[config.mk]
export PLATFORM = sky130hd
export DESIGN_NAME = lsw_div
export DESIGN_NICKNAME = d
export VERILOG_FILES = /design/src/lsw_div.sv
export SDC_FILE = /design/constraint.sdc
export NUM_CORES = 1
export LEC_CHECK = 0
export ABC_AREA = 0
export BUFFER_PORTS_ARGS = -buffer_cell sky130_fd_sc_hd__buf_2
export CORE_ASPECT_RATIO = 1.2
export CORE_MARGIN = 2
export CORE_UTILIZATION = 30
export CTS_BUF_LIST = sky130_fd_sc_hd__clkbuf_4 sky130_fd_sc_hd__clkbuf_8 sky130_fd_sc_hd__clkbuf_16
export DETAILED_ROUTE_END_ITERATION = 16
export SYNTH_ARGS = -nofsm -noshare
export SYNTH_HDL_FRONTEND = slang
export SYNTH_SLANG_ARGS = --single-unit
[constraint.sdc]
create_clock -name clk -period 8 [get_ports clk]
set_input_delay 0.8 -clock clk [delete_from_list [all_inputs] [get_ports clk]]
set_output_delay 0.8 -clock clk [all_outputs]
set_load 0.03 [all_outputs]
[src/lsw_div.sv]
// pipelined restoring divider, one quotient bit per stage
`timescale 1ns / 1ps

module lsw_div #(
    parameter int W = 12
) (
    input  logic           clk,
    input  logic           en,
    input  logic [2*W+2:0] num,
    input  logic [W+1:0]   den,
    output logic [W+1:0]   quo,
    output logic           rem_nz
);

    localparam int QW = W + 2;

    logic [W+1:0]  rem_reg [1:QW];
    logic [QW-1:0] low_reg [1:QW];
    logic [QW-1:0] quo_reg [1:QW];
    logic [W+1:0]  den_reg [1:QW];

    for (genvar k = 0; k < QW; k++)
    begin : g_stage
        logic [W+1:0]  r_in;
        logic [QW-1:0] low_in;
        logic [QW-1:0] quo_in;
        logic [W+1:0]  den_in;
        logic [W+2:0]  trial;
        logic          fit;

        if (k == 0)
        begin : g_first
            assign r_in   = {1'b0, num[2*W+2:QW]};
            assign low_in = num[QW-1:0];
            assign quo_in = '0;
            assign den_in = den;
        end
        else
        begin : g_next
            assign r_in   = rem_reg[k];
            assign low_in = low_reg[k];
            assign quo_in = quo_reg[k];
            assign den_in = den_reg[k];
        end

        assign trial = {r_in, low_in[QW-1]};
        assign fit   = trial >= {1'b0, den_in};

        always_ff @(posedge clk)
        begin
            if (en)
            begin
                rem_reg[k+1] <= fit ? (W+2)'(trial - {1'b0, den_in}) : trial[W+1:0];
                low_reg[k+1] <= {low_in[QW-2:0], 1'b0};
                quo_reg[k+1] <= {quo_in[QW-2:0], fit};
                den_reg[k+1] <= den_in;
            end
        end
    end

    assign quo    = quo_reg[QW];
    assign rem_nz = |rem_reg[QW];

endmodule

# After elaboration in Yosys (flattened, before gate mapping)
# Memories as Yosys holds them, arrays and structs flattened.
# Index checks and enable logic that the tools add are counted.
[classes] n_lt_le_gt_ge=14 add_sub_neg=14 muxes=16 reduce_logical=1
[op_table] cell="two-way mux 14 bit" count=14
[op_table] cell="subtractor 14 bit" count=14
[op_table] cell=">= comparator 15 x 14 -> 1 bit" count=13
[op_table] cell=">= comparator 14 bit" count=1
[op_table] cell="OR reduction 14 bit" count=1
[op_table] cell="two-way mux 1 bit" count=2
[totals] wordCells=49 ram_bits=770 regBits=0 output_inout_bits=15 inputBits=43 mem_count=4
[memory_table] memory="den_reg" words=14 word_bits=14 rd=13 rd_ports_with_merged_regs=0 wr=14 line="20" text="logic [W+1:0] den_reg [1:QW];"
[memory_table] memory="quo_reg" words=14 word_bits=14 rd=14 rd_ports_with_merged_regs=0 wr=14 line="19" text="logic [QW-1:0] quo_reg [1:QW];"
[memory_table] memory="rem_reg" words=14 word_bits=14 rd=14 rd_ports_with_merged_regs=0 wr=14 line="17" text="logic [W+1:0] rem_reg [1:QW];"
[memory_table] memory="low_reg" words=14 word_bits=13 rd=13 rd_ports_with_merged_regs=0 wr=14 line="18" text="logic [QW-1:0] low_reg [1:QW];"

# Logic depth before layout (Yosys ltp)
# An unclocked memory read counts as a cell.
[depth] depth_word=3 ltp_mapped=12 mapped_depth_nobuf=10

# Least setup slack after synthesis
# No wires, ideal clock.
[synth_timing] kind="input-to-reg" from="input num[13]" to="register rem_reg[0][19] (netlist name)" n_path_buf=1 t_arrival_ns=2.939 slack_ns=4.801 stages=11 setup_time_ns=0.260 t_required_ns=7.740 path_cell_list="inv_1 > ha_1 > inv_1 > fa_1 > a21o_1 > a311o_1 > a21oi_2 > o221a_2 > o21ai_2 > buf_2 > mux2_2"
[synth_lines] item="from (decl)" line="9" text="input logic [2*W+2:0] num,"

==> impl_metrics.env <==
export IMPL_status="complete, no violations"
export IMPL_ir_drop_uv=158.0
export IMPL_synth_seq_cells=574
export IMPL_final_cell_mix="574 x edfxtp_1, 245 x inv_1, 209 x ha_1, 159 x mux2_2, 132 x nor2_1"
export IMPL_power_density_nw_per_um2=369.2
export IMPL_worstHoldStart="num[1]"
export IMPL_cts_buffers=67
export IMPL_hold_path_end="low_reg[0][14]"
export IMPL_ys_types=83
export IMPL_path_cells="ha_1, nor2b_1, o31a_1, o31ai_1, a21boi_0, a21oi_2, mux2_2"
export IMPL_io_pins=58
export IMPL_criticalPathCategory="reg2reg"
export IMPL_setup_tns_final_ps=0
export IMPL_r2r_end="rem_reg[0][54]"
export IMPL_period_needed_ps=3340
export IMPL_fmax_mhz=299.4
export IMPL_root_buffer="clkbuf_16"
export IMPL_tightest_slew_ps=1223
export IMPL_cts_resized=0
export IMPL_via_per_inst=4.775
export IMPL_slowest_delay_ps=710
export IMPL_synth_net_count=2614
export IMPL_power_leakage_nw=13.28
export IMPL_drc=0
export IMPL_gp_congestion=0.8998
export IMPL_die_w_um=293.8
export IMPL_drive_above_1_share=0.1550
export IMPL_post_route_util=0.3426
export IMPL_grt_pass1_wl_mm=93.40
export IMPL_postSynth_asyncResetShare=0
export IMPL_ys_flop_type="edfxtp_1"
export IMPL_hold_buffers=0
export IMPL_grt_pass1_vias=18850
export IMPL_synth_edff_count=574
export IMPL_setup_worst_path_end_class="flip-flop"
export IMPL_hold_violations=0
export IMPL_skew_ps=41.40
export IMPL_clockBufferDepth=3
export IMPL_synth_cells=2348
export IMPL_worst_ep_required_time_ps=8330
export IMPL_track_usage=0.1120
export IMPL_hold_ws_ps=367.9
export IMPL_ctsHtreeMaxLevel=3
export IMPL_antenna_found_initial=0
export IMPL_cp_arrival_ps=3670
export IMPL_period_share=0.4175
export IMPL_final_nets=2715
export IMPL_final_common_cell="edfxtp_1"
export IMPL_syn_avg_cell_area_sq_um=12.88
export IMPL_clkLatencyLatePin_ps=610
export IMPL_relSlewSlack=0.1845
export IMPL_first_iter_violations=793
export IMPL_grt_overflow=0
export IMPL_cts_clk_slew_worst_paths_ps=60
export IMPL_ys_seq_area_frac=0.5700
export IMPL_maxSlewViolCount=0
export IMPL_postCtsSetupRepairBufs=0
export IMPL_r2r_cells=7
export IMPL_rsz0062_at_grt="false"
export IMPL_worst_r2r_setup_slack_ps=4660
export IMPL_rows=127
export IMPL_p_total_w=0.01264
export IMPL_die_area_sq_um=103400
export IMPL_cts_tree="yes"
export IMPL_grt_max_degree=191
export IMPL_ant_nets=0
export IMPL_wl_per_cell_um=15.11
export IMPL_route_vias_total=18120
export IMPL_slowest_stage="a21oi_2"
export IMPL_r2r_start="rem_reg[0][28]"
export IMPL_area_growth_pct=13.23
export IMPL_cp_start_kind="flip-flop"
export IMPL_netlist_area_sq_um=30240
export IMPL_cts_sinks=574
export IMPL_io_buffers=57
export IMPL_finalSetupViolCount=0
export IMPL_first_pass_iters=4
export IMPL_holdPathStages=1
export IMPL_largest_register_ffs=196
export IMPL_hold_path_class="in2reg"
export IMPL_start_util=0.3026
export IMPL_critPathMaxFanout=15
export IMPL_die_y_um=351.8
export IMPL_dpl_hpwl_mm=41.28
export IMPL_core_area_sq_um=99950
export IMPL_yosysWarnings=0
export IMPL_cap_violations=0
export IMPL_wirelength_mm=57.33
## layer usage
metal  global-route usage  wire, um  share of wire
met1               0.1037     20530           0.36
met2               0.2293     32640           0.57
met3              0.02092      1809          0.032
met4              0.05477      2343          0.041
met5                    0         0              0
## per-stage QoR
stage               setup slack, ps  cells  instance area (sq um)
floorplan                      4801   2348                  30240
global placement               4438   3670                  32070
detailed placement             4446   3670                  32070
CTS                            4616   3793                  34240
global route                   4520   3793                  34240
finish                         4660   3794                  34240
## cell families after synthesis
logic type | share of synthesized area
flops | 0.5700
compound gates | 0.1168
simple gates | 0.07233
buf+inv | 0.03682
fa+ha+maj | 0.09574
mux | 0.07443
xor+xnor | 0.03389
## worst max path at each step
stage                   start        endpoint
2_1_floorplan         num[13]  rem_reg[0][19]
3_3_place_gp          num[13]  rem_reg[0][15]
3_5_place_dp          num[13]  rem_reg[0][17]
4_1_cts        rem_reg[0][28]  rem_reg[0][54]
5_1_grt        rem_reg[0][28]  rem_reg[0][53]
6_report       rem_reg[0][28]  rem_reg[0][54]
## worst max-delay path: cells and delay by family (launching register included)
kind	cells	cell delay, ps
compound gates	4	1760
flops	1	440
mux	1	410
fa+ha+maj	1	330
simple gates	1	140
## synth_stat cells (7+ instances only)
cell type	instances	area share
a2111oi_0	7	0.0020
a211o_1	12	0.0035
a211oi_1	42	0.010
a21boi_0	13	0.0032
a21o_1	49	0.012
a21oi_1	119	0.020
a31oi_1	18	0.0037
and3_1	17	0.0035
buf_2	17	0.0028
clkbuf_1	11	0.0014
edfxtp_1	574	0.57
fa_1	14	0.0093
ha_1	209	0.086
inv_1	245	0.030
mux2_2	159	0.059
mux2_4	14	0.0070
mux2i_1	25	0.0083
nand2_1	75	0.0093
nand2b_1	25	0.0052
nand3_1	46	0.0076
nand3b_1	11	0.0027
nand4_1	22	0.0046
nor2_1	132	0.016
nor2b_1	20	0.0041
nor3_1	41	0.0068
nor4_1	12	0.0025
o2111ai_1	8	0.0023
o211ai_1	16	0.0040
o21a_1	40	0.0099
o21ai_0	79	0.013
o21bai_1	13	0.0032
o221ai_1	7	0.0020
o31a_1	8	0.0023
o31ai_1	11	0.0027
or2_2	11	0.0023
or3_1	8	0.0017
xnor2_1	68	0.020
xor2_1	49	0.014
## power breakdown
part / internal, W / switching (W)
Sequential: 0.00427 / 0.000327
Clock: 0.00177 / 0.00122
Combinational: 0.00243 / 0.00263
## final cells by class
class                           instances  area, sq um
Fill cell                            9776        65710
Antenna cell                            1        2.502
Clock inverter                         43        345.3
Inverter                              246        923.4
Multi-Input combinational cell       1492        11890
Clock buffer                           80         1827
Sequential cell                       574        17240
Tap cell                             1290         1614
Timing Repair Buffer                   68        402.9
Power figures use the tool's default switching activity.
