## src/lsw_frac.sv

```systemverilog
// three stages: pick u1 and u2, clamp and compare, form dividends
`timescale 1ns / 1ps

module lsw_frac #(
    parameter int W = 12
) (
    input  logic                  clk,
    input  logic                  en,
    input  logic signed [W-1:0]   x1,
    input  logic signed [W-1:0]   y1,
    input  logic signed [W:0]     dx,
    input  logic signed [W:0]     dy,
    input  logic signed [W:0]     xen,
    input  logic signed [W:0]     xex,
    input  logic        [W:0]     xden,
    input  logic signed [W:0]     yen,
    input  logic signed [W:0]     yex,
    input  logic        [W:0]     yden,
    input  logic                  rej,
    output logic signed [W-1:0]   bx_reg,
    output logic signed [W-1:0]   by_reg,
    output logic        [2*W+2:0] nx1_reg,
    output logic        [2*W+2:0] ny1_reg,
    output logic        [2*W+2:0] nx2_reg,
    output logic        [2*W+2:0] ny2_reg,
    output logic        [3:0]     neg_reg,
    output logic        [W+1:0]   d1_reg,
    output logic        [W+1:0]   d2_reg,
    output logic                  rej_reg
);

    // stage a: larger entry, smaller exit
    logic signed [2*W+2:0] pa, pb, pc, pd;
    logic signed [W:0]     en_reg, ex_reg, dxa_reg, dya_reg;
    logic        [W:0]     end_reg, exd_reg;
    logic signed [W-1:0]   xa_reg, ya_reg;
    logic                  reja_reg;

    assign pa = xen * $signed({1'b0, yden});
    assign pb = yen * $signed({1'b0, xden});
    assign pc = xex * $signed({1'b0, yden});
    assign pd = yex * $signed({1'b0, xden});

    always_ff @(posedge clk)
    begin
        if (en)
        begin
            en_reg   <= (pa > pb) ? xen : yen;
            end_reg  <= (pa > pb) ? xden : yden;
            ex_reg   <= (pc < pd) ? xex : yex;
            exd_reg  <= (pc < pd) ? xden : yden;
            dxa_reg  <= dx;
            dya_reg  <= dy;
            xa_reg   <= x1;
            ya_reg   <= y1;
            reja_reg <= rej;
        end
    end

    // stage b: clamp to [0,1] and check u1 <= u2
    logic signed [W:0]     u1n, u2n, n1_reg, n2_reg;
    logic        [W:0]     u1d, u2d, n1d_reg, n2d_reg;
    logic signed [2*W+2:0] pe, pf;
    logic signed [W:0]     dxb_reg, dyb_reg;
    logic signed [W-1:0]   xb_reg, yb_reg;
    logic                  rejb_reg;

    always_comb
    begin
        if (en_reg[W])
        begin
            u1n = '0;
            u1d = (W+1)'(1);
        end
        else
        begin
            u1n = en_reg;
            u1d = end_reg;
        end
        if (($signed({ex_reg[W], ex_reg}) > $signed({1'b0, exd_reg})))
        begin
            u2n = (W+1)'(1);
            u2d = (W+1)'(1);
        end
        else
        begin
            u2n = ex_reg;
            u2d = exd_reg;
        end
    end

    assign pe = u1n * $signed({1'b0, u2d});
    assign pf = u2n * $signed({1'b0, u1d});

    always_ff @(posedge clk)
    begin
        if (en)
        begin
            n1_reg   <= u1n;
            n1d_reg  <= u1d;
            n2_reg   <= u2n;
            n2d_reg  <= u2d;
            dxb_reg  <= dxa_reg;
            dyb_reg  <= dya_reg;
            xb_reg   <= xa_reg;
            yb_reg   <= ya_reg;
            rejb_reg <= reja_reg || (pe > pf);
        end
    end

    // stage c: dividend 2*n*d + den as sign and magnitude
    logic signed [2*W+1:0] px1, py1, px2, py2;
    logic signed [2*W+3:0] sx1, sy1, sx2, sy2;
    logic signed [2*W+3:0] mx1, my1, mx2, my2;

    assign px1 = n1_reg * dxb_reg;
    assign py1 = n1_reg * dyb_reg;
    assign px2 = n2_reg * dxb_reg;
    assign py2 = n2_reg * dyb_reg;
    assign sx1 = $signed({px1[2*W+1], px1, 1'b0}) + $signed({{(W+3){1'b0}}, n1d_reg});
    assign sy1 = $signed({py1[2*W+1], py1, 1'b0}) + $signed({{(W+3){1'b0}}, n1d_reg});
    assign sx2 = $signed({px2[2*W+1], px2, 1'b0}) + $signed({{(W+3){1'b0}}, n2d_reg});
    assign sy2 = $signed({py2[2*W+1], py2, 1'b0}) + $signed({{(W+3){1'b0}}, n2d_reg});
    assign mx1 = sx1[2*W+3] ? -sx1 : sx1;
    assign my1 = sy1[2*W+3] ? -sy1 : sy1;
    assign mx2 = sx2[2*W+3] ? -sx2 : sx2;
    assign my2 = sy2[2*W+3] ? -sy2 : sy2;

    always_ff @(posedge clk)
    begin
        if (en)
        begin
            nx1_reg <= mx1[2*W+2:0];
            ny1_reg <= my1[2*W+2:0];
            nx2_reg <= mx2[2*W+2:0];
            ny2_reg <= my2[2*W+2:0];
            neg_reg <= {sy2[2*W+3], sx2[2*W+3], sy1[2*W+3], sx1[2*W+3]};
            d1_reg  <= {n1d_reg, 1'b0};
            d2_reg  <= {n2d_reg, 1'b0};
            bx_reg  <= xb_reg;
            by_reg  <= yb_reg;
            rej_reg <= rejb_reg;
        end
    end

endmodule

```

## config.mk

```make
export PLATFORM = sky130hd
export DESIGN_NAME = lsw_frac
export DESIGN_NICKNAME = d
export VERILOG_FILES = /design/src/lsw_frac.sv
export SDC_FILE = /design/constraint.sdc
export NUM_CORES = 2
export LEC_CHECK = 0
export BUFFER_PORTS_ARGS = -buffer_cell sky130_fd_sc_hd__buf_4
export CORE_UTILIZATION = 30
export DETAILED_ROUTE_END_ITERATION = 8
export GPL_TIMING_DRIVEN = 0
export PLACE_DENSITY_LB_ADDON = 0.08
export SLEW_MARGIN = 10
export SYNTH_ARGS = -nofsm -noshare
export SYNTH_HDL_FRONTEND = slang
export SYNTH_SLANG_ARGS = --single-unit
```

## constraint.sdc

```tcl
create_clock -name clk -period 11.8 [get_ports clk]
set_input_delay 0 -clock clk [delete_from_list [all_inputs] [get_ports clk]]
set_output_delay 0 -clock clk [all_outputs]
set_load 0.01 [all_outputs]
```

# == Word level (Yosys, flattened, before mapping) ==
# Index checks and enable logic that the tools add are counted.
# word_totals
romBits,0
word_cells,63
latch_bits,0
ramBits,0
memories,0
reg_bits,368
output_inout_bits,165
# classes
mul,10
n_eq_ne,0
muxes,12
addsub,8
shifts,0
order_cmp,4
reduce_logical,1
bitwise,0
n_div,0
# op_table
op,n
13-bit by 14-bit multiplier with 27-bit output,5
27-bit by 14-bit adder with 28-bit output,4
27-bit two-way mux,4
27-bit negation,4
13-bit by 13-bit multiplier with 26-bit output,4
13-bit two-way mux,7
27-bit > comparator,2
27-bit < comparator,1
12-bit by 13-bit multiplier with 25-bit output,1
13-bit by 14-bit > comparator with 1-bit output,1
12-bit two-way mux,1
1-bit logical OR,1

# == Logic depth before layout (Yosys ltp) ==
# logic_depth
ltp_word,5
mapped_depth,44
depth_no_buf,42

# == Worst setup path before layout ==
# Ideal clock, no wire load.
# synth_timing
path_type,input port to flip-flop
startpoint,input xden[11]
endpoint,register en_reg[10] (data pin)
stages,32
t_arrival_ns,8.359
setup_ns,0.260
required_time_ns,11.540
slack_ns,3.181
cell_sequence,clkbuf_1 > clkbuf_1 > nand2_1 > fa_1 > inv_1 > fa_1 > fa_1 > inv_1 > fa_1 > inv_1 > fa_1 > fa_1 > ha_1 > and3_1 > a211oi_1 > a211oi_1 > o31a_1 > o21ai_0 > nand2b_1 > and4_1 > a2111oi_0 > a21oi_1 > xnor2_1 > ha_1 > nand4_1 > nor2_1 > a2111oi_0 > nor2_1 > mux2_2 > o31ai_1 > clkbuf_1 > mux2_2
# synth_via
elab_chain_len,3
# synth_rtl
item,line_no,text
from (decl),15,"input logic [W:0] xden,"
13-bit by 14-bit multiplier with 27-bit output,40,"assign pb = yen * $signed({1'b0, xden});"
27-bit > comparator,48,en_reg <= (pa > pb) ? xen : yen;
13-bit two-way mux,48,
to (signal assigned),48,
to (decl),34,"logic signed [W:0] en_reg, ex_reg, dxa_reg, dya_reg;"
# Every way passes these cells.
# A chain may end at the register's enable or synchronous reset.

# == Final worst setup path ==
# layout_timing
startpoint,input xden[4]
endpoint,register en_reg[11] (data pin)
# The elaborated chain is that of the path after synthesis.

==> out/results.ini <==
[route]
dr.first_iter.drc_count = 2682
drc_errors = 0
first_pass_iters = 6
vias = 56292
viasPerCell = 4.72
routedWlPerCell_um = 21.0
drtAntennaViolNets = 0
wl_mm = 251

[synth]
async_flop_share = 0
yosys-top-cells-area = fa_1 33%, ha_1 17%, edfxtp_1 14%
yosys_warnings = 0
synth.distinct_cells = 95
synth-edff-count = 364
yosys_register_bits = 364
synth_ff_type = edfxtp_1
yosysSeqAreaShare = 0.143
synth_area_um2 = 76300
yosysTopAreaCell = fa_1
synth_area_per_cell_um2 = 9.41
netlist_instances = 8110
post-synth-top-area-fraction = 0.331

[global_route]
grt_pass1_wl_mm = 382
grt_max_degree = 115
antenna_found_initial = 37
grt_remaining_overflow = 0
track_usage = 0.198
grt_pass1_vias = 61669

[critical_path]
cpPeakStageDelay_ns = 0.80
cp-end-kind = flop
worstPathArrival_ns = 11.39
critPathRequiredTime_ns = 12.20
crit_type = input port to flop
worstSetupStartpointType = input port
crit_slowest_cell = clkbuf_1
critPathMostFrequentCell = fa_1
crit_path_max_fanout = 10

[clocking]
cts_buffers = 44
clkTransAtPathRegs_ns = 0.06
cts_tree = done
clock_sinks = 364
ctsResizeCount = 0
clk_path_buf_depth = 3
htree_num_levels = 2
clk_latency_ns = 0.69
clockRootBuffer = clkbuf_16

[timing]
rsz0062_at_grt = false
min_period_ns = 10.99
fmax_mhz = 91.0
slew_headroom = 0.0929
hold_viol = 0
setup_violations = 0
worst_slew_pin_slew_ns = 1.36
skew_ns = 0.0672
fin_crit_sh = 0.932
slew_viol_final = 0
fin_setup_tns_ns = 0

[placed_design]
hpwl_mm = 209
gp_congestion = 0.873
dp_cells = 11729
port_buffers = 267

[cells_and_area]
drive_gt1_frac = 0.0534
finish.net_count = 10948
fin_cells = 11933
synthToLayoutAreaGrowth_pct = 11.8

[floorplanning]
core_um2 = 252000
io-pin-count = 296
die_width_um = 506
die_y_um = 506
start_util = 0.303
rows = 184
dieArea_um2 = 256000

[hold_path]
hold_path.class = input port to flop

[flow_run]
cap_viol_max_count = 0

[outcome]
status = finished, final reports clean

## final cells by class
class                           instances  area [µm²]
Antenna cell                            8        20.0
Clock inverter                         33         385
Clock buffer                           48        1120
Multi-Input combinational cell       5893       58400
Tap cell                             3348        4190
Inverter                             1550        5820
Fill cell                           26244      167000
Sequential cell                       364       10900
Buffer                                304        1180
Timing Repair Buffer                  385        3250
## worst max-delay path: cells and delay by family
kind            cells  cell delay [ns]
compound gates      8             2.64
xor+xnor            1             0.25
fa+ha+maj           8             3.64
buf+inv             7             3.09
mux                 2             0.77
simple gates        7             0.94
## through the flow
step,setup WS (ns),utilization,hold slack [ns],area [µm²]
floorplan,3.18,-,0.0989,76300
global placement,-0.295,0.327,0.178,82500
detailed placement,0.593,0.328,0.179,82600
CTS,0.666,0.338,0.00228,85300
global route,0.0881,0.338,0.0204,85300
finish,0.808,0.338,0.0520,85300
## cells in the final DEF, fill, tap and decap left out, types with 261 or more instances in the layout
cell type	n
edfxtp_1	364
clkbuf_1	293
and2_1	481
nor2_1	337
buf_4	272
ha_1	1012
inv_1	1528
xnor2_1	261
fa_1	1263
nand2_1	1124
## layer usage
| layer | up-vias | wire, µm | track usage |
|---|---|---|---|
| met2 | 1085 | 129000 | 0.366 |
| met5 | - | 173 | 0 |
| met4 | 26 | 8780 | 0.0633 |
| li1 | 26269 | - | - |
| met3 | 331 | 8400 | 0.0164 |
| met1 | 28581 | 105000 | 0.241 |
## cells in the mapped netlist (6+ instances only)
cell type,number
inv_1,1528
fa_1,1263
nand2_1,1124
ha_1,1012
and2_1,481
edfxtp_1,364
nor2_1,337
clkbuf_1,290
xnor2_1,261
a21oi_1,206
nand2b_1,147
o21ai_0,141
xor2_1,123
a21o_1,98
nor3_1,65
nor2b_1,64
o21a_1,58
nand3_1,57
mux2_2,56
or3_1,32
and3_1,27
o211ai_1,24
a31oi_1,23
o31ai_1,22
clkinv_1,21
nand4_1,21
or2_2,20
a211oi_1,15
o21bai_1,15
o31a_1,13
a21boi_0,12
nor3b_1,12
nor4_1,12
a2111oi_0,9
mux2i_1,8
o41ai_1,8
o2111ai_1,7
a31o_2,6
buf_4,6
o21ai_1,6
## cells by family after synthesis
group	Yosys count	share of synthesized area
AO/OA/AOI/OAI	734	0.0632
flip-flops	364	0.143
other	1	0.0000491
adder cells (fa/ha/maj)	2275	0.497
multiplexers	65	0.00946
buffers and inverters	1854	0.0917
XOR/XNOR	384	0.0441
AND/OR/NAND/NOR	2433	0.151
## timing repair
action / 4_1_cts / 5_1_grt
hold buffers: 115 / 0
hold endpoints to repair: 133 / 0
setup buffers: 0 / 0
endpoints found under the setup margin: 0 / 0
## worst paths after layout
kind                                start         end  slack (ns)  cells after the start
worst max-delay path              xden[4]  en_reg[11]        0.81                     33
worst min register to register  xb_reg[0]   bx_reg[0]        0.41                      0
worst max register to register  ex_reg[3]    rejb_reg        0.87                     34
worst min-delay path               y1[11]  ya_reg[11]        0.05                      2
Power is not shown: default switching activity piles up to over one toggle a cycle in this logic, so the estimate is an artifact.
