### config.mk
export PLATFORM = sky130hd
export DESIGN_NAME = lsw_setup
export DESIGN_NICKNAME = d
export VERILOG_FILES = /design/src/lsw_setup.sv
export SDC_FILE = /design/constraint.sdc
export NUM_CORES = 1
export LEC_CHECK = 0
export ABC_AREA = 1
export BUFFER_PORTS_ARGS = -buffer_cell sky130_fd_sc_hd__clkbuf_2
export CORE_ASPECT_RATIO = 0.75
export CORE_UTILIZATION = 58
export CTS_CLUSTER_SIZE = 12
export DETAILED_ROUTE_END_ITERATION = 7
export MAX_ROUTING_LAYER = met4
export PLACE_DENSITY_LB_ADDON = 0.1
export SLEW_MARGIN = 40
export SYNTH_ARGS = -nofsm -noshare
export SYNTH_HDL_FRONTEND = slang
export SYNTH_SLANG_ARGS = --single-unit
### constraint.sdc
create_clock -name clk -period 3.3 [get_ports clk]
set_clock_uncertainty 0.05 [all_clocks]
set_input_delay 0.33 -clock clk [delete_from_list [all_inputs] [get_ports clk]]
set_output_delay 0.33 -clock clk [all_outputs]
set_load 0.005 [all_outputs]
### src/lsw_setup.sv
// first stage: deltas, per-axis entry and exit fractions, trivial rejects
`timescale 1ns / 1ps

module lsw_setup #(
    parameter int W = 12
) (
    input  logic                clk,
    input  logic                en,
    input  logic signed [W-1:0] x1,
    input  logic signed [W-1:0] y1,
    input  logic signed [W-1:0] x2,
    input  logic signed [W-1:0] y2,
    input  logic signed [W-1:0] win_l,
    input  logic signed [W-1:0] win_r,
    input  logic signed [W-1:0] win_b,
    input  logic signed [W-1:0] win_t,
    output logic signed [W-1:0] x1_reg,
    output logic signed [W-1:0] y1_reg,
    output logic signed [W:0]   dx_reg,
    output logic signed [W:0]   dy_reg,
    output logic signed [W:0]   xen_reg,
    output logic signed [W:0]   xex_reg,
    output logic        [W:0]   xden_reg,
    output logic signed [W:0]   yen_reg,
    output logic signed [W:0]   yex_reg,
    output logic        [W:0]   yden_reg,
    output logic                rej_reg
);

    logic signed [W:0] ex1, ey1, ex2, ey2, el, er, eb, et;
    logic signed [W:0] dx, dy;
    logic        [W:0] adx, ady;
    logic signed [W:0] xen_next, xex_next, yen_next, yex_next;
    logic        [W:0] xden_next, yden_next;
    logic              rej_next;

    assign ex1 = (W+1)'(x1);
    assign ey1 = (W+1)'(y1);
    assign ex2 = (W+1)'(x2);
    assign ey2 = (W+1)'(y2);
    assign el  = (W+1)'(win_l);
    assign er  = (W+1)'(win_r);
    assign eb  = (W+1)'(win_b);
    assign et  = (W+1)'(win_t);
    assign dx  = ex2 - ex1;
    assign dy  = ey2 - ey1;
    assign adx = dx[W] ? unsigned'(-dx) : unsigned'(dx);
    assign ady = dy[W] ? unsigned'(-dy) : unsigned'(dy);

    always_comb
    begin
        if (dx == '0)
        begin
            xen_next  = '0;
            xex_next  = (W+1)'(1);
            xden_next = (W+1)'(1);
        end
        else if (dx[W])
        begin
            xen_next  = ex1 - er;
            xex_next  = ex1 - el;
            xden_next = adx;
        end
        else
        begin
            xen_next  = el - ex1;
            xex_next  = er - ex1;
            xden_next = adx;
        end
        if (dy == '0)
        begin
            yen_next  = '0;
            yex_next  = (W+1)'(1);
            yden_next = (W+1)'(1);
        end
        else if (dy[W])
        begin
            yen_next  = ey1 - et;
            yex_next  = ey1 - eb;
            yden_next = ady;
        end
        else
        begin
            yen_next  = eb - ey1;
            yex_next  = et - ey1;
            yden_next = ady;
        end
        rej_next = (win_l > win_r) || (win_b > win_t)
                   || ((dx == '0) && ((x1 < win_l) || (x1 > win_r)))
                   || ((dy == '0) && ((y1 < win_b) || (y1 > win_t)));
    end

    always_ff @(posedge clk)
    begin
        if (en)
        begin
            x1_reg   <= x1;
            y1_reg   <= y1;
            dx_reg   <= dx;
            dy_reg   <= dy;
            xen_reg  <= xen_next;
            xex_reg  <= xex_next;
            xden_reg <= xden_next;
            yen_reg  <= yen_next;
            yex_reg  <= yex_next;
            yden_reg <= yden_next;
            rej_reg  <= rej_next;
        end
    end

endmodule

# Yosys cells after proc, flatten, opt, wreduce, memory -nomap -nowiden
# Index checks and enable logic that the tools add are counted.
# W data, S select, Z words.
[totals]
n_memories = 0
inputBits = 98
latchBits = 0
register_bits = 129
output_inout_bits = 129
mem_bits_ro = 0
mem_bits_rw = 0
[op_classes]
add_sub_neg = 12
div = 0
mux = 6
eq_ne = 0
n_reduce_logical = 11
shifts = 0
mul = 0
n_lt_le_gt_ge = 6
n_bitwise = 2
[op_table]
columns = ["op", "count"]
rows = [
  ["$sub A12 B12 Y13", 10],
  ["$mux W13", 4],
  ["$gt A12 B12 Y1", 4],
  ["$logic_not A13 Y1", 2],
  ["$neg A13 Y13", 2],
  ["$lt A12 B12 Y1", 2],
  ["$mux W12", 2],
  ["$logic_or A1 B1 Y1", 5],
  ["$reduce_or A2 Y1", 2],
  ["$logic_and A1 B1 Y1", 2],
  ["$not A1 Y1", 2],
]

# Logic depth before layout (Yosys ltp)
# Gate-level depths: netlist (run 1).
[depth]
ltp_word = 5
ltp_mapped = 18
mapped_depth_nobuf = 18

# Least setup slack after synthesis (run 1)
# Ideal clock, no wire load.
[synth_path]
path_type = "input port to flip-flop"
startpoint = "input y2[0]"
endpoint = "register yen_reg[2] (data pin)"
t_required_ps = 3001
arrival_ps = 2155
setup_slack_ps = 845
stages = 16
n_path_buf = 1
path_cell_list = "inv_1 ha_1 inv_1 fa_1 inv_1 ha_1 inv_1 nor2_1 nand3_1 nor2_1 nand2_1 clkinv_1 nand4_4 buf_6 nand2_1 inv_1"
[synth_via]
elab_chain_cells = 2
elab_cells_between_ends = 3
classes_between = "1 x add/sub; 1 x mux; 1 x reduce/logical"
[synth_lines]
columns = ["element", "line_no", "rtl"]
rows = [
  ["start: declaration", "12", "input logic signed [W-1:0] y2,"],
  ["$sub A12 B12 Y13", "46", "assign dy = ey2 - ey1;"],
  ["via dy[1]", "31", "logic signed [W:0] dx, dy;"],
  ["$logic_not A13 Y1", "70", "if (dy == '0)"],
  ["end signal: assignment", "104", "yen_reg <= yen_next;"],
  ["end: declaration", "24", "output logic signed [W:0] yen_reg,"],
]
# The timed path passes the listed nets, and every way through them passes these cells.
# A chain may end at the register's enable or synchronous reset.

# Final worst setup path (run 1)
[layout_path]
startpoint = "input x1[0]"
endpoint = "register xex_reg[5] (data pin)"
[layout_via]
elab_chain_cells = 2
elab_cells_between_ends = 5
classes_between = "3 x add/sub; 1 x mux; 1 x reduce/logical"
[layout_lines]
columns = ["element", "line_no", "rtl"]
rows = [
  ["start: declaration", "9", "input logic signed [W-1:0] x1,"],
  ["$sub A12 B12 Y13 (on tied branches)", "45, 61, 67", ""],
  ["$logic_not A13 Y1 or $mux W13 (tied branches)", "52, 58", ""],
  ["end signal: assignment", "102", "xex_reg <= xex_next;"],
  ["end: declaration", "22", "output logic signed [W:0] xex_reg,"],
]
# Parallel ways exist; a longest one is shown, timed or not.

==> results of run 1 <==
per-layer routing:
metal	global-route usage	part of all wire	vias to the layer above
met2	0.507	0.41	666
met3	0.0892	0.11	37
met1	0.519	0.46	5501
met4	0.0777	0.013	0
li1	-	-	5880
met5	-	0	-
cell type report:
| cell class | instances | area, um^2 | area share |
|---|---|---|---|
| antenna | 1 | 2.50 | 0.000173 |
| clock buffer | 17 | 425 | 0.0294 |
| clock inverter | 15 | 194 | 0.0134 |
| inverter | 281 | 1060 | 0.0731 |
| multi-input combinational | 1248 | 7310 | 0.505 |
| sequential | 129 | 3870 | 0.268 |
| tap | 288 | 360 | 0.0249 |
| timing repair buffer | 237 | 1240 | 0.0858 |
path summary, 6_finish.rpt:
kind / startpoint / slack [ns] / to
setup / recovery: x1[0] / 0.49 / xex_reg[5]$_SDFFCE_PP0P_
hold / removal: y1[8] / 0.08 / y1_reg[8]$_DFFE_PP_
synth_stat cells (all sizes together):
| master | number | area [um^2] |
|---|---|---|
| o21a | 3 | 22.5 |
| and2 | 4 | 25.0 |
| o211ai | 3 | 22.5 |
| inv | 280 | 1050 |
| or2 | 5 | 31.3 |
| nand4 | 22 | 153 |
| a31oi | 5 | 31.3 |
| a21o | 10 | 75.1 |
| o21ai | 82 | 410 |
| nor2 | 164 | 659 |
| fa | 10 | 200 |
| xor2 | 74 | 648 |
| a211oi | 3 | 22.5 |
| xnor2 | 13 | 114 |
| a22oi | 1 | 7.51 |
| clkinv | 1 | 3.75 |
| nand2 | 488 | 1870 |
| clkbuf | 27 | 105 |
| a21oi | 84 | 424 |
| buf | 19 | 155 |
| nand3 | 94 | 505 |
| nand3b | 8 | 72.6 |
| edfxtp | 129 | 3870 |
| a21boi | 1 | 7.51 |
| o21bai | 14 | 105 |
| nor3 | 14 | 70.1 |
| ha | 146 | 1830 |
cell usage in the layout, fill, tap and decap left out, types with 13 or more instances in the layout:
cell,synthesis,layout
nand2_1,476,476
inv_1,276,276
clkbuf_2,3,225
nor2_1,156,156
ha_1,146,146
edfxtp_1,129,129
nand3_1,87,87
a21oi_1,83,83
xor2_1,74,74
o21ai_0,63,63
nand4_1,21,21
o21ai_1,19,19
clkbuf_16,0,17
o21bai_1,14,14
nor3_1,14,14
xnor2_1,13,13
cell families (layout without fill, tap and decap cells):
family	count (synthesis)	after routing
xor gates and xnor gates	87	87
and+or+nand+nor	799	799
DFF	129	129
other	0	1
buffers and inverters	327	550
AOI/OAI and AO/OA	206	206
adders and majority gates	156	156
where the power goes:
part / leakage [nW] / switching [W] / internal (W)
logic: 6.31 / 0.00153 / 0.000868
clock network: 0.300 / 0.000854 / 0.00121
registers: 1.26 / 0.000101 / 0.00217
through the flow:
| step | cell area (um^2) | utilization |
|---|---|---|
| global placement | 13800 | 0.655 |
| floorplan | 12500 | - |
| CTS | 14500 | 0.684 |
| global route | 14500 | 0.684 |
| detailed placement | 13800 | 0.655 |
| finish | 14500 | 0.685 |
==> metrics.md, run 1 <==
| Metric | Value |
|---|---|
| Status | `finished, final reports clean` |
| CP Capture Type | `register` |
| Total Routed Length | `around 38000 um` |
| Max stage delay cell, worst path | `inv_2` |
| Slew Viols, Final | `0` |
| Rows | `46` |
| Mux contribution to synthesized area | `0` |
| DR pass1 iterations | `6` |
| Setup TNS | `0 ns` |
| CTS tree | `done` |
| Slew headroom | `0.579` |
| Clock sink count | `129` |
| Routed WL per cell | `17.3 um` |
| Crit-path max FO | `29` |
| Compound-Gate Fraction of Synth Area | `0.0903` |
| DRT iter0 DRCs | `1389` |
| Synthesized area per cell | `7.33 um^2` |
| RSZ-0062 raised after global routing | `no` |
| CP Launch Type | `primary input` |
| Top delay family on crit path | `simple AND/OR/NAND/NOR gates` |
| FILL cells | `1861` |
| Post-CTS Hold Fix Bufs | `0` |
| Largest family of logic cells by synthesized area | `simple AND/OR/NAND/NOR gates` |
| Hold path cells | `1` |
| Largest net degree at the start of global routing | `47` |
| Htree depth | `4` |
| Cell Count, Final, Fillers Out | `approximately 2200` |
| Synth Area in Simple Gates | `0.271` |
| Tot Pwr | `0.00674 W` |
| GR Overflow Total | `0` |
| Worst slack, placed | `0.129 ns` |
| Initial Util | `0.592` |
| Seq/Total Area, Yosys | `0.310` |
| Cells after synthesis | `around 1700` |
| Root Driver | `clkbuf_16` |
| Worst path bufs/invs | `3` |
| Synthesis-stage register bit count | `roughly 130` |
| Critical Path RT | `3.41 ns` |
| Worst min-delay path category | `in -> reg` |
| Power Density | `around 470 nW/um^2` |
| Post-DR vias/cell | `5.45` |
| Final hold violations | `0` |
| Max clock buf depth | `2` |
| Global-route wire length before repair | `58200 um` |
| Cts bufs inserted | `17` |
| Die W | `171 um` |
| Library cells used by synthesis | `45` |
| Inst Count DP | `2183` |
| Post CTS Setup Buffer Count | `0` |
| Crit path cell chain | `clkbuf_2 > ha_1 > inv_1 > fa_1 > nand2_1 > nand3_2 > nand3_1 > nand2_1 > nand2_1 > nand2_1 > nand2_1 > nand2_4 > inv_2 > nand3_1 > o21ai_1 > nor2_1` |
| Post-CTS Resized | `0` |
| Die height | `129 um` |
| Slew @ Worst Pin | `between 0.6 and 0.7 ns` |
| Critical Path Most Common Cell | `nand2_1` |
| Post-DRT Antenna Nets | `0` |
| Post-Synth XOR/XNOR Area | `0.0610` |
| Post-Syn Nets | `1958` |
| Ratio of cells with drive above 1 in the final layout | `0.159` |
| Worst setup margin | `0.490 ns` |
| DRC viols | `0` |
| I/O Buffers | `226` |
| Gr usage total | `0.361` |
| Hold Worst Slack | `0.0769 ns` |
| Post-DP HPWL | `between 30000 and 40000 um` |
| Synth Area in Adders | `0.162` |
| Fmax | `~360 MHz` |
| Reg clk slew, reported paths | `0.07 ns` |
| P_leak | `7.87 nW` |
| Worst path depth | `16` |
| Initial antenna violation count | `0` |
| Fin nets | `2168` |
| Max cap viols | `0` |
| Final setup fails | `0` |
| IO Count | `227` |
| Crit path time final | `2.81 ns` |
| Final worst-path cycle share | `0.852` |
| Synth warn | `0` |
| Core Area | `21100 um^2` |
| GP Congestion | `~1.0` |
| Area growth, synth to finish | `15.7%` |
| Die area | `22100 um^2` |
| Cell Area, Synth | `12500 um^2` |
| Worst vdd ir | `0.380 mV` |
| Vias | `12100` |
| Crit path DAT | `2.92 ns` |
| Critical Setup Path Class | `in -> reg` |
| Vias in the first global route | `11000` |
| CP peak stage delay | `between 0.4 and 0.5 ns` |
Note: power is estimated with default switching activity, not from simulation.
==> run 2: changes to the inputs <==
RECOVER_POWER = 50   (was default)
==> run 2 against run 1 <==
Net effect: sequential power hardly changed; critical path type unchanged; critical path depth unchanged; fmax fell by 4.0%; the flow now finishes with violations (max-capacitance violations, max-slew violations); utilization shrank 0.31 points; non-clock buffer count is the same; combinational power hardly changed; global-route usage stayed put.
==> metrics.md, run 2 (same netlist as run 1, synthesis figures left out) <==
| Metric | Value |
|---|---|
| Rows | `46 (unchanged)` |
| Failing checks | `max-capacitance violations, max-slew violations` |
| Worst setup margin | `0.371 ns (-0.118 ns)` |
| IO Count | `227 (unchanged)` |
| Slew Viols, Final | `42 (+42)` |
| Post-DRT Antenna Nets | `0 (unchanged)` |
| P_leak | `7.73 nW (-1.7%)` |
| Post-DP HPWL | `31300 um (unchanged)` |
| GP Congestion | `1.00 (unchanged)` |
| CP Launch Type | `primary input` |
| Root Driver | `clkbuf_16` |
| Post-DR vias/cell | `5.45 (about the same)` |
| Ratio of cells with drive above 1 in the final layout | `0.135 (-0.0234)` |
| Final setup fails | `0 (unchanged)` |
| Commonest non-fill, non-tap cell in the layout | `nand2_1` |
| Routed WL per cell | `17.3 um (about the same)` |
| Crit path cell chain | `clkbuf_1 > ha_1 > inv_1 > fa_1 > nand2_1 > nand3_2 > nand3_1 > nand2_1 > nand2_1 > nand2_1 > nand2_1 > nand2_4 > inv_2 > nand3_1 > o21ai_1 > nor2_1` |
| Worst min-delay path category | `in -> reg` |
| Tot Pwr | `0.00673 W (-0.22%)` |
| GR Overflow Total | `0 (unchanged)` |
| Max stage delay cell, worst path | `inv_2` |
| Status | `complete, but fails checks` |
| Cell Count, Final, Fillers Out | `2216 (unchanged)` |
| Total Routed Length | `38400 um (about the same)` |
| Inst Count DP | `2183 (unchanged)` |
| Fin nets | `2168 (unchanged)` |
| Crit path DAT | `3.04 ns (+0.12 ns)` |
| Hold Crit Start | `y1[8]` |
| WHS Endpoint | `y1_reg[8]$_DFFE_PP_` |
| Crit path time final | `2.93 ns (+0.118 ns)` |
| Initial Util | `0.592 (unchanged)` |
| CP peak stage delay | `0.47 ns (about the same)` |
| CTS tree | `done` |
| Slew headroom | `-0.742 (-1.32)` |
| Top delay family on crit path | `simple AND/OR/NAND/NOR gates` |
| Largest net degree at the start of global routing | `47 (unchanged)` |
| Post CTS Setup Buffer Count | `0 (unchanged)` |
| Htree depth | `4 (unchanged)` |
| CP Capture Type | `register` |
| Critical Setup Path Class | `in -> reg` |
| Worst vdd ir | `0.383 mV (+0.88%)` |
| Post-CTS Hold Fix Bufs | `0 (unchanged)` |
| DRC viols | `0 (unchanged)` |
| Crit-path max FO | `29 (unchanged)` |
| Post-CTS Resized | `0 (unchanged)` |
| Cts bufs inserted | `17 (unchanged)` |
| Max cap viols | `1 (+1)` |
| Final Util | `0.681 (-0.00314)` |
| Gr usage total | `0.361 (unchanged)` |
| Die W | `171 um (unchanged)` |
| Die height | `129 um (unchanged)` |
| Final worst-path cycle share | `0.887 (+0.0358)` |
| Worst slack, placed | `0.129 ns (unchanged)` |
| Initial antenna violation count | `0 (unchanged)` |
| Most frequent cells in the layout | `nand2_1 (476), inv_1 (276), clkbuf_2 (184)` |
| I/O Buffers | `226 (unchanged)` |
| Clock sink count | `129 (unchanged)` |
| FILL cells | `1878 (+0.91%)` |
| Power Density | `467 nW/um^2 (+0.24%)` |
| Core Area | `21100 um^2 (unchanged)` |
| DRT iter0 DRCs | `1442 (+3.8%)` |
| Global-route wire length before repair | `58200 um (unchanged)` |
| DR pass1 iterations | `6 (unchanged)` |
| Final hold violations | `0 (unchanged)` |
| RSZ-0062 raised after global routing | `no` |
| Worst path bufs/invs | `3 (unchanged)` |
| Setup TNS | `0 ns (unchanged)` |
| Hold path cells | `1 (unchanged)` |
| Vias | `12100 (+0.017%)` |
| Critical Path RT | `3.42 ns (about the same)` |
| Reg clk slew, reported paths | `0.07 ns (about the same)` |
| Slew @ Worst Pin | `2.61 ns (+1.98 ns)` |
| Fmax | `341 MHz (-4.0%)` |
| Area growth, synth to finish | `15.2%` |
| Max clock buf depth | `2 (unchanged)` |
| Vias in the first global route | `11000 (unchanged)` |
| Die area | `22100 um^2 (unchanged)` |
| Critical Path Most Common Cell | `nand2_1` |
==> run 2: power breakdown <==
part	switching, W	leakage (nW)	internal (W)
Clock	0.000855	0.300	0.00121
Combinational	0.00153	6.17	0.000854
Sequential	0.0000992	1.26	0.00217
==> run 2: metal layers <==
layer | track usage | wire length (um) | vias up
met2 | 0.507 | 15600 | 677
met1 | 0.519 | 17700 | 5489
met5 | - | 0 | -
met4 | 0.0777 | 513 | 0
li1 | - | - | 5879
met3 | 0.0892 | 4570 | 41
==> run 2: cell type report <==
class | instances | area, um^2 | share of cell area
multi-input combinational | 1248 | 7310 | 0.508
sequential | 129 | 3870 | 0.269
timing repair buffer | 237 | 1170 | 0.0816
inverter | 281 | 1060 | 0.0735
clock buffer | 17 | 425 | 0.0296
tap | 288 | 360 | 0.0250
clock inverter | 15 | 194 | 0.0135
antenna | 1 | 2.50 | 0.000174
==> run 2: how the worst max path moves through the flow <==
stage	depth (start not counted)	from	end
6_report	16	x1[0]	xex_reg[5]$_SDFFCE_PP0P_
5_1_grt	16	x1[0]	xex_reg[5]$_SDFFCE_PP0P_
4_1_cts	16	x1[0]	xex_reg[5]$_SDFFCE_PP0P_
3_5_place_dp	16	x1[0]	xex_reg[5]$_SDFFCE_PP0P_
3_3_place_gp	16	x1[0]	xex_reg[5]$_SDFFCE_PP0P_
2_1_floorplan	16	y2[0]	yen_reg[2]$_SDFFCE_PP0P_
==> run 2: metrics by stage <==
step / hold WS [ns] / cell area [um^2]
5_1_grt: 0.142 / 14400
3_3_place_gp: 0.511 / 13800
3_5_place_dp: 0.521 / 13800
4_1_cts: 0.0699 / 14500
2_1_floorplan: 0.379 / 12500
6_report: 0.137 / 14400
==> run 3: changes to the inputs <==
CELL_PAD_IN_SITES_DETAIL_PLACEMENT = 0   (was default)
CELL_PAD_IN_SITES_GLOBAL_PLACEMENT = 1   (was default)
CORE_UTILIZATION = 42   (was 58)
==> run 3 against run 2 <==
Net effect: the flow still finishes with violations (max-capacitance violations, max-slew violations); die area up 38%; wire length rose by 7.2%; via count shrank 4.1%; final cell count grew 4.9%; combinational power grew 2%; critical path depth fell by 1; sequential cell count is the same; sequential share of layout area shrank 0.30 points; non-clock buffer count rose by 6; hold slack worse by 0.0078 ns.
==> metrics.md, run 3 (same netlist as run 1, synthesis figures left out) <==
| Metric | Value |
|---|---|
| DRC viols | `0 (unchanged)` |
| Final setup fails | `0 (unchanged)` |
| Switching Share | `0.371 (+0.00157)` |
| DRT iter0 DRCs | `955 (-34%)` |
| DP Area | `14000 um^2 (+1.4%)` |
| Initial antenna violation count | `0 (unchanged)` |
| Total Routed Length | `41200 um (+7.2%)` |
| Routed WL per cell | `17.7 um (+2.2%)` |
| Critical Path RT | `3.43 ns (about the same)` |
| IO Count | `227 (unchanged)` |
| Global-route wire length before repair | `61300 um (+5.3%)` |
| Crit path time final | `2.98 ns (+0.0524 ns)` |
| FILL cells | `3035 (+62%)` |
| Inst Count DP | `2293 (+5.0%)` |
| Failing checks | `max-capacitance violations, max-slew violations` |
| GR Overflow Total | `0 (unchanged)` |
| Core Area | `29200 um^2 (+38%)` |
| Fmax | `335 MHz (-1.8%)` |
| Post-CTS Hold Fix Bufs | `0 (unchanged)` |
| GP Congestion | `0.922 (-8.2%)` |
| Clk network pwr share | `0.292 (-0.016)` |
| Logic pwr share | `0.366 (+0.011)` |
| Final worst-path cycle share | `0.903 (+0.0159)` |
| Max clock buf depth | `2 (unchanged)` |
| Worst min-delay path category | `in -> reg` |
| Setup TNS | `0 ns (unchanged)` |
| Fin nets | `2174 (+0.28%)` |
| Clock sink count | `129 (unchanged)` |
| DR pass1 iterations | `6 (unchanged)` |
| Largest net degree at the start of global routing | `56 (+19%)` |
| Die area | `30500 um^2 (+38%)` |
| Worst slack, placed | `0.175 ns (+0.0457 ns)` |
| Root Driver | `clkbuf_16` |
| Post-DRT Antenna Nets | `0 (unchanged)` |
| Ant. Diodes | `0 (-1)` |
| Finished Cell Area | `14600 um^2 (+1.1%)` |
| Vias | `11600 (-4.1%)` |
| Internal power | `0.00417 W (-1.5%)` |
| Cell Count, Final, Fillers Out | `2325 (+4.9%)` |
| Reg clk slew, reported paths | `0.07 ns (about the same)` |
| Post-DR vias/cell | `4.98 (-8.6%)` |
| Post-DP HPWL | `34400 um (+9.8%)` |
| Final hold violations | `0 (unchanged)` |
| Worst setup margin | `0.319 ns (-0.0524 ns)` |
| CP Capture Type | `register` |
| Post CTS Setup Buffer Count | `0 (unchanged)` |
| Status | `complete, but fails checks` |
| Multi-input logic area | `7310 um^2 (unchanged)` |
| Htree depth | `4 (unchanged)` |
| Crit path DAT | `3.11 ns (+0.07 ns)` |
| CP Launch Type | `primary input` |
| Slew Viols, Final | `47 (+12%)` |
| Post-CTS Resized | `0 (unchanged)` |
| I/O Buffers | `226 (unchanged)` |
| CTS tree | `done` |
| Ratio of cells with drive above 1 in the final layout | `0.141 (+0.00579)` |
| Commonest non-fill, non-tap cell in the layout | `nand2_1` |
| Area growth, synth to finish | `16.5%` |
| Power Density | `456 nW/um^2 (-2.4%)` |
| Die height | `151 um (+17%)` |
| Worst vdd ir | `0.366 mV (-4.4%)` |
| Cts bufs inserted | `17 (unchanged)` |
| Critical Setup Path Class | `in -> reg` |
| Tot Pwr | `0.00664 W (-1.3%)` |
| Vias in the first global route | `10600 (-3.7%)` |
| Most frequent cells in the layout | `nand2_1 (476), inv_1 (276), clkbuf_2 (192)` |
| Max cap viols | `1 (unchanged)` |
| P_leak | `7.77 nW (+0.56%)` |
| Crit-path max FO | `32 (+10%)` |
| Psw | `0.00246 W (-0.89%)` |
| Reg area | `3870 um^2 (unchanged)` |
| Die W | `201 um (+17%)` |
| Gr usage total | `0.278 (-0.0825)` |
| Slew @ Worst Pin | `2.56 ns (-0.0549 ns)` |
| Seq pwr share | `0.342 (+0.004)` |
| Slew headroom | `-0.706 (+0.0366)` |
| Initial Util | `0.428 (-0.163)` |
| RSZ-0062 raised after global routing | `no` |
| Rows | `54 (+17%)` |
==> run 3: changes by cell type in the layout (fill, tap and decap cells not counted), sizes merged <==
cell         previous run  this run
inv                   288       286
diode                   1         0
bufinv                  3         2
dlygate4sd2             0         1
buf                     8        14
clkinv                  3         5
==> run 3: final cells by class <==
cell class              count  share of cell area
multi-input cells        1248               0.502
inverters                 281              0.0726
clock buffers              18              0.0295
well taps                 392              0.0337
repair buffers            243              0.0857
clock inverters            14              0.0105
flip-flops and latches    129               0.266
==> run 3: through the flow <==
stage	hold slack (ns)	utilization
2_1_floorplan	0.379	-
3_3_place_gp	0.512	0.481
3_5_place_dp	0.515	0.481
4_1_cts	0.0567	0.501
5_1_grt	0.131	0.499
6_report	0.130	0.499
==> run 3: power groups by stage <==
stage | Sequential [W] | Combinational (W) | Clock (W)
6_report | 0.00227 | 0.00243 | 0.00194
5_1_grt | 0.00229 | 0.00272 | 0.00204
4_1_cts | 0.00228 | 0.00242 | 0.00197
3_5_place_dp | 0.00231 | 0.00241 | 0
3_3_place_gp | 0.00231 | 0.00241 | 0
2_1_floorplan | 0.00231 | 0.00146 | 0
==> run 3: worst paths after layout <==
path | start | endpoint | slack [ns] | cells after the start
max | x1[0] | xex_reg[2]$_SDFFCE_PP0P_ | 0.32 | 15
min | y1[6] | y1_reg[6]$_DFFE_PP_ | 0.13 | 1
==> run 3: critical path: stages <==
cell,delay (ns)
clkbuf_1,0.41
ha_1,0.25
inv_1,0.07
fa_1,0.44
nand2_1,0.13
nand3_2,0.09
nand3_1,0.11
nand2_1,0.08
nand2_1,0.09
nand3_1,0.12
nand2_4,0.20
buf_4,0.39
o21ai_0,0.18
o21ai_0,0.13
nor2_1,0.07
==> run 3: routing by layer <==
layer | up-vias | share of wire | global-route usage
li1 | 5868 | - | -
met2 | 370 | 0.38 | 0.371
met4 | 0 | 0.010 | 0.0515
met5 | - | 0 | -
met1 | 5324 | 0.53 | 0.426
met3 | 24 | 0.072 | 0.0553
